$ cat config.mk
export PLATFORM = sky130hd
export DESIGN_NAME = mse_ctrl
export DESIGN_NICKNAME = d
export VERILOG_FILES = /design/src/hdl/merge_sort_engine_defines.svh /design/src/hdl/mse_pkg.sv /design/src/hdl/mse_ctrl.sv
export SDC_FILE = /design/constraint.sdc
export NUM_CORES = 1
export LEC_CHECK = 0
export BUFFER_PORTS_ARGS = -buffer_cell sky130_fd_sc_hd__clkbuf_2
export CORE_AREA = 2 2 39 41
export CTS_BUF_LIST = sky130_fd_sc_hd__clkbuf_4
export DETAILED_ROUTE_END_ITERATION = 6
export DIE_AREA = 0 0 41 43
export PLACE_DENSITY = 0.47
export SYNTH_ARGS = -nofsm -noshare
export SYNTH_HDL_FRONTEND = slang
export SYNTH_SLANG_ARGS = --single-unit
$ cat constraint.sdc
create_clock -name clk -period 1.47 [get_ports clk]
set_input_delay 0.441 -clock clk [delete_from_list [all_inputs] [get_ports clk]]
set_output_delay 0.441 -clock clk [all_outputs]
set_load 0.01 [all_outputs]
$ cat src/hdl/merge_sort_engine_defines.svh
// Assertion helpers used by the merge sort engine datapath.
// Each macro expects clk and rst_n in the scope where it is used.
`ifndef MERGE_SORT_ENGINE_DEFINES_SVH
`define MERGE_SORT_ENGINE_DEFINES_SVH

// Antecedent and consequent in the same cycle.
`define MSE_ASSERT_IMP(lbl, ante, cons) \
    lbl: assert property (@(posedge clk) disable iff (!rst_n) (ante) |-> (cons)) \
        else $error("merge sort engine check failed");

// Consequent in the cycle after the antecedent.
`define MSE_ASSERT_NEXT(lbl, ante, cons) \
    lbl: assert property (@(posedge clk) disable iff (!rst_n) (ante) |=> (cons)) \
        else $error("merge sort engine check failed");

`endif

$ cat src/hdl/mse_pkg.sv
package mse_pkg;

    localparam int DataW = 32;

    typedef enum logic [2:0] {
        ST_LOAD,
        ST_PASS,
        ST_SEG,
        ST_RD,
        ST_WR,
        ST_OUT_RD,
        ST_OUT_LD,
        ST_OUT_WAIT
    } state_t;

    typedef struct packed {
        logic load;
        logic sort_init;
        logic pass_init;
        logic pass_next;
        logic seg_init;
        logic rd;
        logic wr;
        logic out_init;
        logic out_load;
        logic clear;
    } cmd_t;

    typedef struct packed {
        logic width_done;
        logic lo_done;
        logic seg_last;
        logic out_taken;
        logic out_done;
    } status_t;

endpackage

$ cat src/hdl/mse_ctrl.sv
module mse_ctrl (
    input  logic             clk,
    input  logic             rst_n,
    input  logic             in_valid,
    output logic             in_ready,
    input  logic             last,
    input  mse_pkg::status_t st,
    output mse_pkg::cmd_t    cmd
);
    import mse_pkg::*;

    state_t state_reg, state_next;
    logic   in_fire;

    assign in_ready = (state_reg == ST_LOAD);
    assign in_fire  = in_valid && in_ready;

    always_ff @(posedge clk or negedge rst_n)
    begin
        if (!rst_n)
        begin
            state_reg <= ST_LOAD;
        end
        else
        begin
            state_reg <= state_next;
        end
    end

    always_comb
    begin
        state_next = state_reg;
        cmd        = '0;
        case (state_reg)
            ST_LOAD:
            begin
                if (in_fire)
                begin
                    cmd.load = 1'b1;
                    if (last)
                    begin
                        cmd.sort_init = 1'b1;
                        state_next    = ST_PASS;
                    end
                end
            end
            ST_PASS:
            begin
                if (st.width_done)
                begin
                    cmd.out_init = 1'b1;
                    state_next   = ST_OUT_RD;
                end
                else
                begin
                    cmd.pass_init = 1'b1;
                    state_next    = ST_SEG;
                end
            end
            ST_SEG:
            begin
                if (st.lo_done)
                begin
                    cmd.pass_next = 1'b1;
                    state_next    = ST_PASS;
                end
                else
                begin
                    cmd.seg_init = 1'b1;
                    state_next   = ST_RD;
                end
            end
            ST_RD:
            begin
                cmd.rd     = 1'b1;
                state_next = ST_WR;
            end
            ST_WR:
            begin
                cmd.wr     = 1'b1;
                state_next = st.seg_last ? ST_SEG : ST_RD;
            end
            ST_OUT_RD:
            begin
                cmd.rd     = 1'b1;
                state_next = ST_OUT_LD;
            end
            ST_OUT_LD:
            begin
                cmd.out_load = 1'b1;
                state_next   = ST_OUT_WAIT;
            end
            ST_OUT_WAIT:
            begin
                if (st.out_taken)
                begin
                    if (st.out_done)
                    begin
                        cmd.clear  = 1'b1;
                        state_next = ST_LOAD;
                    end
                    else
                    begin
                        state_next = ST_OUT_RD;
                    end
                end
            end
            default:
            begin
                state_next = ST_LOAD;
            end
        endcase
    end

endmodule
==> flow_metrics.env, run 1 <==
export IMPL_synth_warnings=0
export IMPL_core_area_um2=1380
export IMPL_max_freq_mhz=598
export IMPL_p_leak_nw=0.299
export IMPL_antennaDiodeCount=0
export IMPL_cp_data_arrival_time_ps=1230
export IMPL_synth_top_family_by_area="simple AND/OR/NAND/NOR gates"
export IMPL_irDropWorstVdd_mv=1.05
export IMPL_endpoint_kind="output port"
export IMPL_gp_congestion=0.706
export IMPL_wire_per_inst_um=10.7
export IMPL_grt_max_degree=7
export IMPL_tightest_slew_ps=253
export IMPL_via_per_inst=4.44
export IMPL_rsz0062_at_grt="true"
export IMPL_ys_seq_area_share_pct=27.0
export IMPL_synth_cell_type_count=20
export IMPL_syn_area_per_cell_um2=8.68
export IMPL_ant_nets=0
export IMPL_hpwl_um=552
export IMPL_pre_cts_ws_ps=-16.3
export IMPL_r2r_setup_slack_ps=90
export IMPL_die_y_um=43
export IMPL_failed_checks="negative setup slack"
export IMPL_path_max_fanout=6
export IMPL_synth_nets=41
export IMPL_dr_pass1_iters=4
export IMPL_synth_seq_cells=3
export IMPL_cts_sinks=3
export IMPL_setup_ws_ps=-202
export IMPL_slew_violations=0
export IMPL_cap_viol_max_count=0
export IMPL_relSlewSlack_pct=82.9
export IMPL_drive_gt1_share_pct=71.2
export IMPL_hp_class="in -> reg"
export IMPL_grt_usage_pct=11.1
export IMPL_final_common_cell="clkbuf_2"
export IMPL_final_util_pct=41.6
export IMPL_synthSimpleGateAreaFrac_pct=46.4
export IMPL_finalNetCount=76
export IMPL_synth_compound_area_share_pct=15.3
export IMPL_grt_overflow_total=0
export IMPL_fillers=150
export IMPL_io_buffers=19
export IMPL_largest_register_ffs=3
export IMPL_synth_xor_area_share_pct=3.15
export IMPL_drt_first_iter_violations=7
export IMPL_die_area_um2=1760
export IMPL_period_share_pct=114
export IMPL_mostFrequentLayoutCells="clkbuf_2, buf_4, buf_2"
export IMPL_setup_violations=11
export IMPL_crit_required_ps=1030
export IMPL_htreeDepth=1
export IMPL_cts_tree="yes"
export IMPL_finClkSkew_ps=8.27
export IMPL_die_width_um=41
export IMPL_status="finished with violations"
export IMPL_wl_um=877
export IMPL_clkLatencyLatePin_ps=240
export IMPL_vias=364
export IMPL_syn_inst=32
export IMPL_p_per_area_nw_per_um2=2110
export IMPL_grt_pass1_vias=313
export IMPL_synthMuxAreaShare_pct=0
export IMPL_mappedNetlistArea_um2=278
export IMPL_areaGrowthSynthToFinish_pct=107
export IMPL_num_rows=14
export IMPL_synthAdderAreaFrac_pct=0
export IMPL_initial_core_util_pct=20.1
export IMPL_cts_made_buffers=3
export IMPL_path_clk_slew_ps=40
export IMPL_setup_worst_path_class="reg -> out"
export IMPL_drc=0
export IMPL_pin_count=20
export IMPL_critPathLaunchType="register"
export IMPL_cts_path_max_buffers=2
export IMPL_total_power_mw=1.22
export IMPL_fin_crit_ps=1670
export IMPL_antenna_found_initial=0
export IMPL_cts_root_buf="clkbuf_4"
export IMPL_hold_ws_ps=486
export IMPL_finalHoldViolations=0
export IMPL_grt_first_pass_wirelength_um=1290
-- what timing repair did --
item | CTS | global route
pin swaps | 6 | 5
endpoints found under the hold margin | 3 | 0
setup endpoints to repair | 11 | 11
resized for setup | 19 | 10
hold buffers | 1 | 0
setup buffers | 7 | 0
-- synthesized netlist by cell type --
library cell / n / area [um2]
a21oi_1: 2 / 10.0
a22oi_2: 1 / 12.5
a31oi_1: 1 / 6.26
and2_1: 2 / 12.5
and3_1: 1 / 6.26
and3b_1: 1 / 8.76
buf_2: 3 / 15.0
dfrtp_1: 3 / 75.1
inv_1: 2 / 7.51
nand2_1: 2 / 7.51
nand2b_1: 3 / 18.8
nand3_1: 1 / 5.00
nor2_1: 1 / 3.75
nor3_4: 1 / 16.3
nor3b_1: 1 / 7.51
nor4b_1: 3 / 26.3
nor4bb_2: 1 / 16.3
o21ai_0: 1 / 5.00
o221ai_1: 1 / 8.76
xor2_1: 1 / 8.76
-- path summary, 6_finish.rpt --
kind | from | cells past startpoint | end
worst max register to register | state_reg[2] | 6 | state_reg[1]
worst min-delay path | last | 3 | state_reg[0]
worst max-delay path | state_reg[2] | 3 | cmd[8]
worst min register to register | state_reg[1] | 2 | state_reg[1]
max in group asynchronous | rst_n | 2 | state_reg[1]
min in group asynchronous | rst_n | 2 | state_reg[2]
-- where the power goes --
part           internal, mW  switching, mW
combinational         0.477          0.312
sequential            0.137          0.125
clock                 0.120         0.0453
total                 0.734          0.482
-- cells by family after synthesis --
family                    after synthesis
AOI/OAI and AO/OA                       6
xor gates and xnor gates                1
buffers and inverters                   5
DFF                                     3
and+or+nand+nor                        17
-- routing by layer --
layer  vias to the layer above  share of wire (%)  track usage (%)
met5                         -                  0                0
met3                         0                6.8             6.28
met1                       168                 42             14.9
met2                        12                 51             16.3
li1                        184                  -                -
met4                         0                  0                0
-- critical path, stage by stage (launching register included) --
cell	delay (ps)
dfrtp_2	470
nor3_4	230
and3_1	170
buf_2	120
-- layout make-up --
type / count / area [um2] / area share [%]
clock buffer: 4 / 30.0 / 5.22
inverter: 2 / 7.51 / 1.30
multi-input combinational: 24 / 215 / 37.4
sequential: 3 / 78.8 / 13.7
tap: 16 / 20.0 / 3.48
timing repair buffer: 33 / 224 / 38.9
-- metrics by stage --
| step | instance area (um2) | cells | setup TNS, ps |
|---|---|---|---|
| floorplan | 278 | 32 | -204 |
| global placement | 423 | 70 | -35.0 |
| detailed placement | 423 | 70 | -77.3 |
| CTS | 563 | 82 | -1890 |
| global route | 576 | 82 | -2420 |
| finish | 576 | 82 | -1830 |
Note: power is estimated with default switching activity, not from simulation.
==> run 2: changes to the inputs <==
Settings changed: PLACE_DENSITY 0.47 to default, PLACE_DENSITY_LB_ADDON from default to 0.25.
==> flow_metrics.env, run 2 (synthesis gave the netlist of run 1 again) <==
export IMPL_ant_nets=0
export IMPL_finClkSkew_ps=3.30
export IMPL_p_per_area_nw_per_um2=2040
export IMPL_final_common_cell="clkbuf_2"
export IMPL_p_seq_share_pct=26.8
export IMPL_setup_violations=11
export IMPL_critPathLaunchType="register"
export IMPL_drc=0
export IMPL_gp_congestion=0.604
export IMPL_die_width_um=41
export IMPL_p_leak_nw=0.271
export IMPL_hpwl_um=526
export IMPL_grt_max_degree=12
export IMPL_slew_violations=0
export IMPL_rsz0062_at_grt="true"
export IMPL_tightest_slew_ps=247
export IMPL_die_area_um2=1760
export IMPL_status="finished with violations"
export IMPL_grt_overflow_total=0
export IMPL_io_buffers=19
export IMPL_mostFrequentLayoutCells="clkbuf_2, buf_4, clkbuf_4, buf_2"
export IMPL_antenna_found_initial=0
export IMPL_dp_cells=71
export IMPL_cts_sinks=3
export IMPL_cts_tree="yes"
export IMPL_cap_viol_max_count=0
export IMPL_wire_per_inst_um=10.2
export IMPL_stdcell_area_um2=510
export IMPL_irDropWorstVdd_mv=0.809
export IMPL_intPower_mw=0.616
export IMPL_finalNetCount=73
export IMPL_areaGrowthSynthToFinish_pct=83.8
export IMPL_max_freq_mhz=600
export IMPL_core_area_um2=1380
export IMPL_antennaDiodeCount=0
export IMPL_place_area_um2=430
export IMPL_drive_gt1_share_pct=63.5
export IMPL_crit_required_ps=1030
export IMPL_period_share_pct=113
export IMPL_num_rows=14
export IMPL_final_util_pct=36.9
export IMPL_via_per_inst=4.32
export IMPL_grt_first_pass_wirelength_um=1380
export IMPL_finalHoldViolations=0
export IMPL_die_y_um=43
export IMPL_vias=341
export IMPL_clkLatencyLatePin_ps=230
export IMPL_grt_pass1_vias=339
export IMPL_setup_ws_ps=-196
export IMPL_grt_usage_pct=12.5
export IMPL_cts_made_buffers=3
export IMPL_clkPwrFrac_pct=15.7
export IMPL_htreeDepth=1
export IMPL_hp_class="in -> reg"
export IMPL_largest_register_ffs=3
export IMPL_pin_count=20
export IMPL_initial_core_util_pct=20.1
export IMPL_cts_root_buf="clkbuf_4"
export IMPL_cts_path_max_buffers=2
export IMPL_instances_no_fill=79
export IMPL_failed_checks="negative setup slack"
export IMPL_fin_crit_ps=1670
export IMPL_setup_worst_path_class="reg -> out"
export IMPL_endpoint_kind="output port"
export IMPL_r2r_setup_slack_ps=200
export IMPL_p_sw_mw=0.426
export IMPL_fillers=151
export IMPL_relSlewSlack_pct=83.3
export IMPL_drt_first_iter_violations=0
export IMPL_dr_pass1_iters=1
export IMPL_path_clk_slew_ps=30
export IMPL_cp_data_arrival_time_ps=1220
export IMPL_path_max_fanout=10
export IMPL_switching_share_pct=40.9
export IMPL_wl_um=802
export IMPL_comb_power_share_pct=57.5
-- run 2: timing repair --
action | CTS | global route
endpoints found under the hold margin | 3 | 0
hold buffers | 1 | 0
endpoints found under the setup margin | 11 | 11
resized for setup | 5 | 4
setup buffers | 3 | 0
-- run 2: stage by stage --
step	worst slack [ps]	setup TNS (ps)	hold WS [ps]	power, mW
2_1_floorplan	-58.7	-204	145	0.559
3_3_place_gp	-76.4	-352	241	0.780
3_5_place_dp	-61.5	-236	238	0.775
4_1_cts	-220	-1980	477	1.06
5_1_grt	-299	-2700	493	1.15
6_report	-196	-1770	481	1.04
-- run 2: area by class of cell --
class | count | area, um2 | area share (%)
Timing Repair Buffer | 30 | 180 | 35.3
Multi-Input combinational cell | 24 | 194 | 38.0
Clock buffer | 4 | 30.0 | 5.88
Tap cell | 16 | 20.0 | 3.92
Sequential cell | 3 | 78.8 | 15.4
Inverter | 2 | 7.51 | 1.47
-- run 2: per-layer routing --
layer | vias to the layer above | wire (um) | global-route usage [%] | part of all wire (%)
li1 | 178 | - | - | -
met1 | 145 | 338 | 15.9 | 42
met2 | 16 | 363 | 14.7 | 45
met3 | 2 | 80 | 3.66 | 10
met4 | 0 | 19 | 14.0 | 2.4
met5 | - | 0 | 0 | 0
-- run 2: worst max-delay path, cell delays in order (launching register included) --
cell and delay [ps]:
dfrtp_2 490, nor3_4 210, and3_1 170, clkbuf_2 120
-- run 2: worst paths after layout --
check	endpoint	start	cells past startpoint
worst min-delay path	state_reg[0]	last	3
worst min register to register	state_reg[0]	state_reg[0]	2
max in group asynchronous	state_reg[1]	rst_n	2
min in group asynchronous	state_reg[2]	rst_n	2
worst max-delay path	cmd[8]	state_reg[1]	3
worst max register to register	state_reg[0]	state_reg[0]	5
-- run 2: power by group through the flow --
| stage | registers (mW) | logic (mW) | clock network (mW) |
|---|---|---|---|
| floorplan | 0.173 | 0.386 | 0 |
| global placement | 0.278 | 0.502 | 0 |
| detailed placement | 0.274 | 0.501 | 0 |
| CTS | 0.277 | 0.604 | 0.175 |
| global route | 0.295 | 0.672 | 0.181 |
| finish | 0.280 | 0.599 | 0.164 |
==> run 3: changes to the inputs <==
==> constraint.sdc (replaced) <==
create_clock -name clk -period 1.47 [get_ports clk]
set_input_delay 0.294 -clock clk [delete_from_list [all_inputs] [get_ports clk]]
set_output_delay 0.294 -clock clk [all_outputs]
set_load 0.01 [all_outputs]
==> flow_metrics.env, run 3 (synthesis gave the netlist of run 1 again) <==
export IMPL_min_path_cells=3
export IMPL_hold_start="last"
export IMPL_cp_data_arrival_time_ps=1250
export IMPL_grt_overflow_total=0
export IMPL_path_max_fanout=4
export IMPL_pre_cts_ws_ps=69.1
export IMPL_stdcell_area_um2=574
export IMPL_antennaDiodeCount=0
export IMPL_grt_util_met1_pct=17.1
export IMPL_final_common_cell="buf_2"
export IMPL_grt_pass1_vias=340
export IMPL_p_per_area_nw_per_um2=2120
export IMPL_areaGrowthSynthToFinish_pct=107
export IMPL_cts_tree="yes"
export IMPL_crit_required_ps=1180
export IMPL_r2r_setup_slack_ps=240
export IMPL_fillers=147
export IMPL_p_leak_nw=0.290
export IMPL_clkLatencyLatePin_ps=230
export IMPL_core_area_um2=1380
export IMPL_hold_end="state_reg[0]"
export IMPL_wire_per_inst_um=12.0
export IMPL_die_width_um=41
export IMPL_cts_path_max_buffers=2
export IMPL_die_area_um2=1760
export IMPL_wl_um=950
export IMPL_fin_crit_ps=1550
export IMPL_p_sw_mw=0.497
export IMPL_tightest_slew_ps=261
export IMPL_drive_gt1_share_pct=71.4
export IMPL_cts_sinks=3
export IMPL_cap_viol_max_count=0
export IMPL_ant_nets=0
export IMPL_failed_checks="negative setup slack"
export IMPL_p_seq_share_pct=17.6
export IMPL_r2r_start="state_reg[0]"
export IMPL_dr_pass1_iters=4
export IMPL_grt_first_pass_wirelength_um=1460
export IMPL_grt_max_degree=8
export IMPL_path_clk_slew_ps=30
export IMPL_slew_violations=0
export IMPL_switching_share_pct=40.9
export IMPL_endpoint_kind="output port"
export IMPL_pin_count=20
export IMPL_dp_cells=64
export IMPL_setup_worst_path_class="reg -> out"
export IMPL_largest_register_ffs=3
export IMPL_use_met2_pct=17.2
export IMPL_htreeDepth=1
export IMPL_comb_power_share_pct=68.9
export IMPL_via_per_inst=4.53
export IMPL_cts_root_buf="clkbuf_4"
export IMPL_finalHoldViolations=0
export IMPL_timing_rr_end="state_reg[0]"
export IMPL_intPower_mw=0.718
export IMPL_finalNetCount=73
export IMPL_initial_core_util_pct=20.1
export IMPL_instances_no_fill=79
export IMPL_busiest_layer="met2"
export IMPL_setup_violations=6
export IMPL_drt_first_iter_violations=1
export IMPL_io_buffers=19
export IMPL_critPathLaunchType="register"
export IMPL_drc=0
export IMPL_die_y_um=43
export IMPL_period_share_pct=105
export IMPL_antenna_found_initial=0
export IMPL_grt_usage_pct=12.7
export IMPL_finClkSkew_ps=4.98
export IMPL_max_freq_mhz=646
export IMPL_r2r_cells=4
export IMPL_status="finished with violations"
export IMPL_cts_made_buffers=3
export IMPL_num_rows=14
export IMPL_relSlewSlack_pct=82.5
export IMPL_clkPwrFrac_pct=13.5
export IMPL_vias=358
export IMPL_irDropWorstVdd_mv=0.697
export IMPL_hp_class="in -> reg"
export IMPL_place_area_um2=378
export IMPL_use_met3_pct=1.57
export IMPL_rsz0062_at_grt="true"
export IMPL_mostFrequentLayoutCells="buf_2, clkbuf_2, buf_6"
export IMPL_setup_ws_ps=-78.8
export IMPL_gp_congestion=0.625
-- run 3: power groups by stage --
stage               Combinational [mW]  Sequential (mW)  Clock, mW
global route                     0.906            0.226      0.175
CTS                              0.759            0.209      0.166
finish                           0.837            0.214      0.164
detailed placement               0.394            0.295          0
global placement                 0.390            0.289          0
floorplan                        0.386            0.173          0
-- run 3: layer usage --
| layer | vias to the layer above | wire length [um] |
|---|---|---|
| li1 | 177 | - |
| met1 | 165 | 434 |
| met2 | 16 | 448 |
| met3 | 0 | 67 |
| met4 | 0 | 0 |
| met5 | - | 0 |
-- run 3: timing repair --
action / in CTS / in global routing
setup buffers: 9 / 1
hold buffers: 1 / 0
endpoints found under the hold margin: 3 / 0
gates resized for setup: 13 / 19
pin swaps: 4 / 2
endpoints found under the setup margin: 11 / 11
-- run 3: how the worst max path moves through the flow --
stage,to,cells past startpoint,from
after floorplan,cmd[5],2,state_reg[2]
after global placement,cmd[6],2,state_reg[2]
after detailed placement,cmd[2],2,state_reg[1]
after CTS,cmd[2],3,state_reg[1]
after global routing,cmd[2],3,state_reg[1]
final,cmd[2],3,state_reg[1]
-- run 3: final cells by class --
| cell class | count | area (um2) | share of cell area [%] |
|---|---|---|---|
| Multi-Input combinational cell | 24 | 224 | 39.0 |
| Timing Repair Buffer | 30 | 214 | 37.3 |
| Sequential cell | 3 | 78.8 | 13.7 |
| Clock buffer | 4 | 30.0 | 5.23 |
| Tap cell | 16 | 20.0 | 3.49 |
| Inverter | 2 | 7.51 | 1.31 |
-- run 3: worst max-delay path, stage by stage (launching register included) --
cell and delay [ps]:
dfrtp_2 440, buf_6 130, nor4bb_4 280, buf_2 180
-- run 3: stage by stage --
stage	power, mW	hold WS [ps]	TNS [ps]	util (%)
final	1.22	343	-275	41.5
after global routing	1.31	349	-841	41.5
after CTS	1.13	336	-278	38.0
after detailed placement	0.689	92.5	0	27.3
after global placement	0.679	92.4	0	27.3
after floorplan	0.559	-1.59	0	-
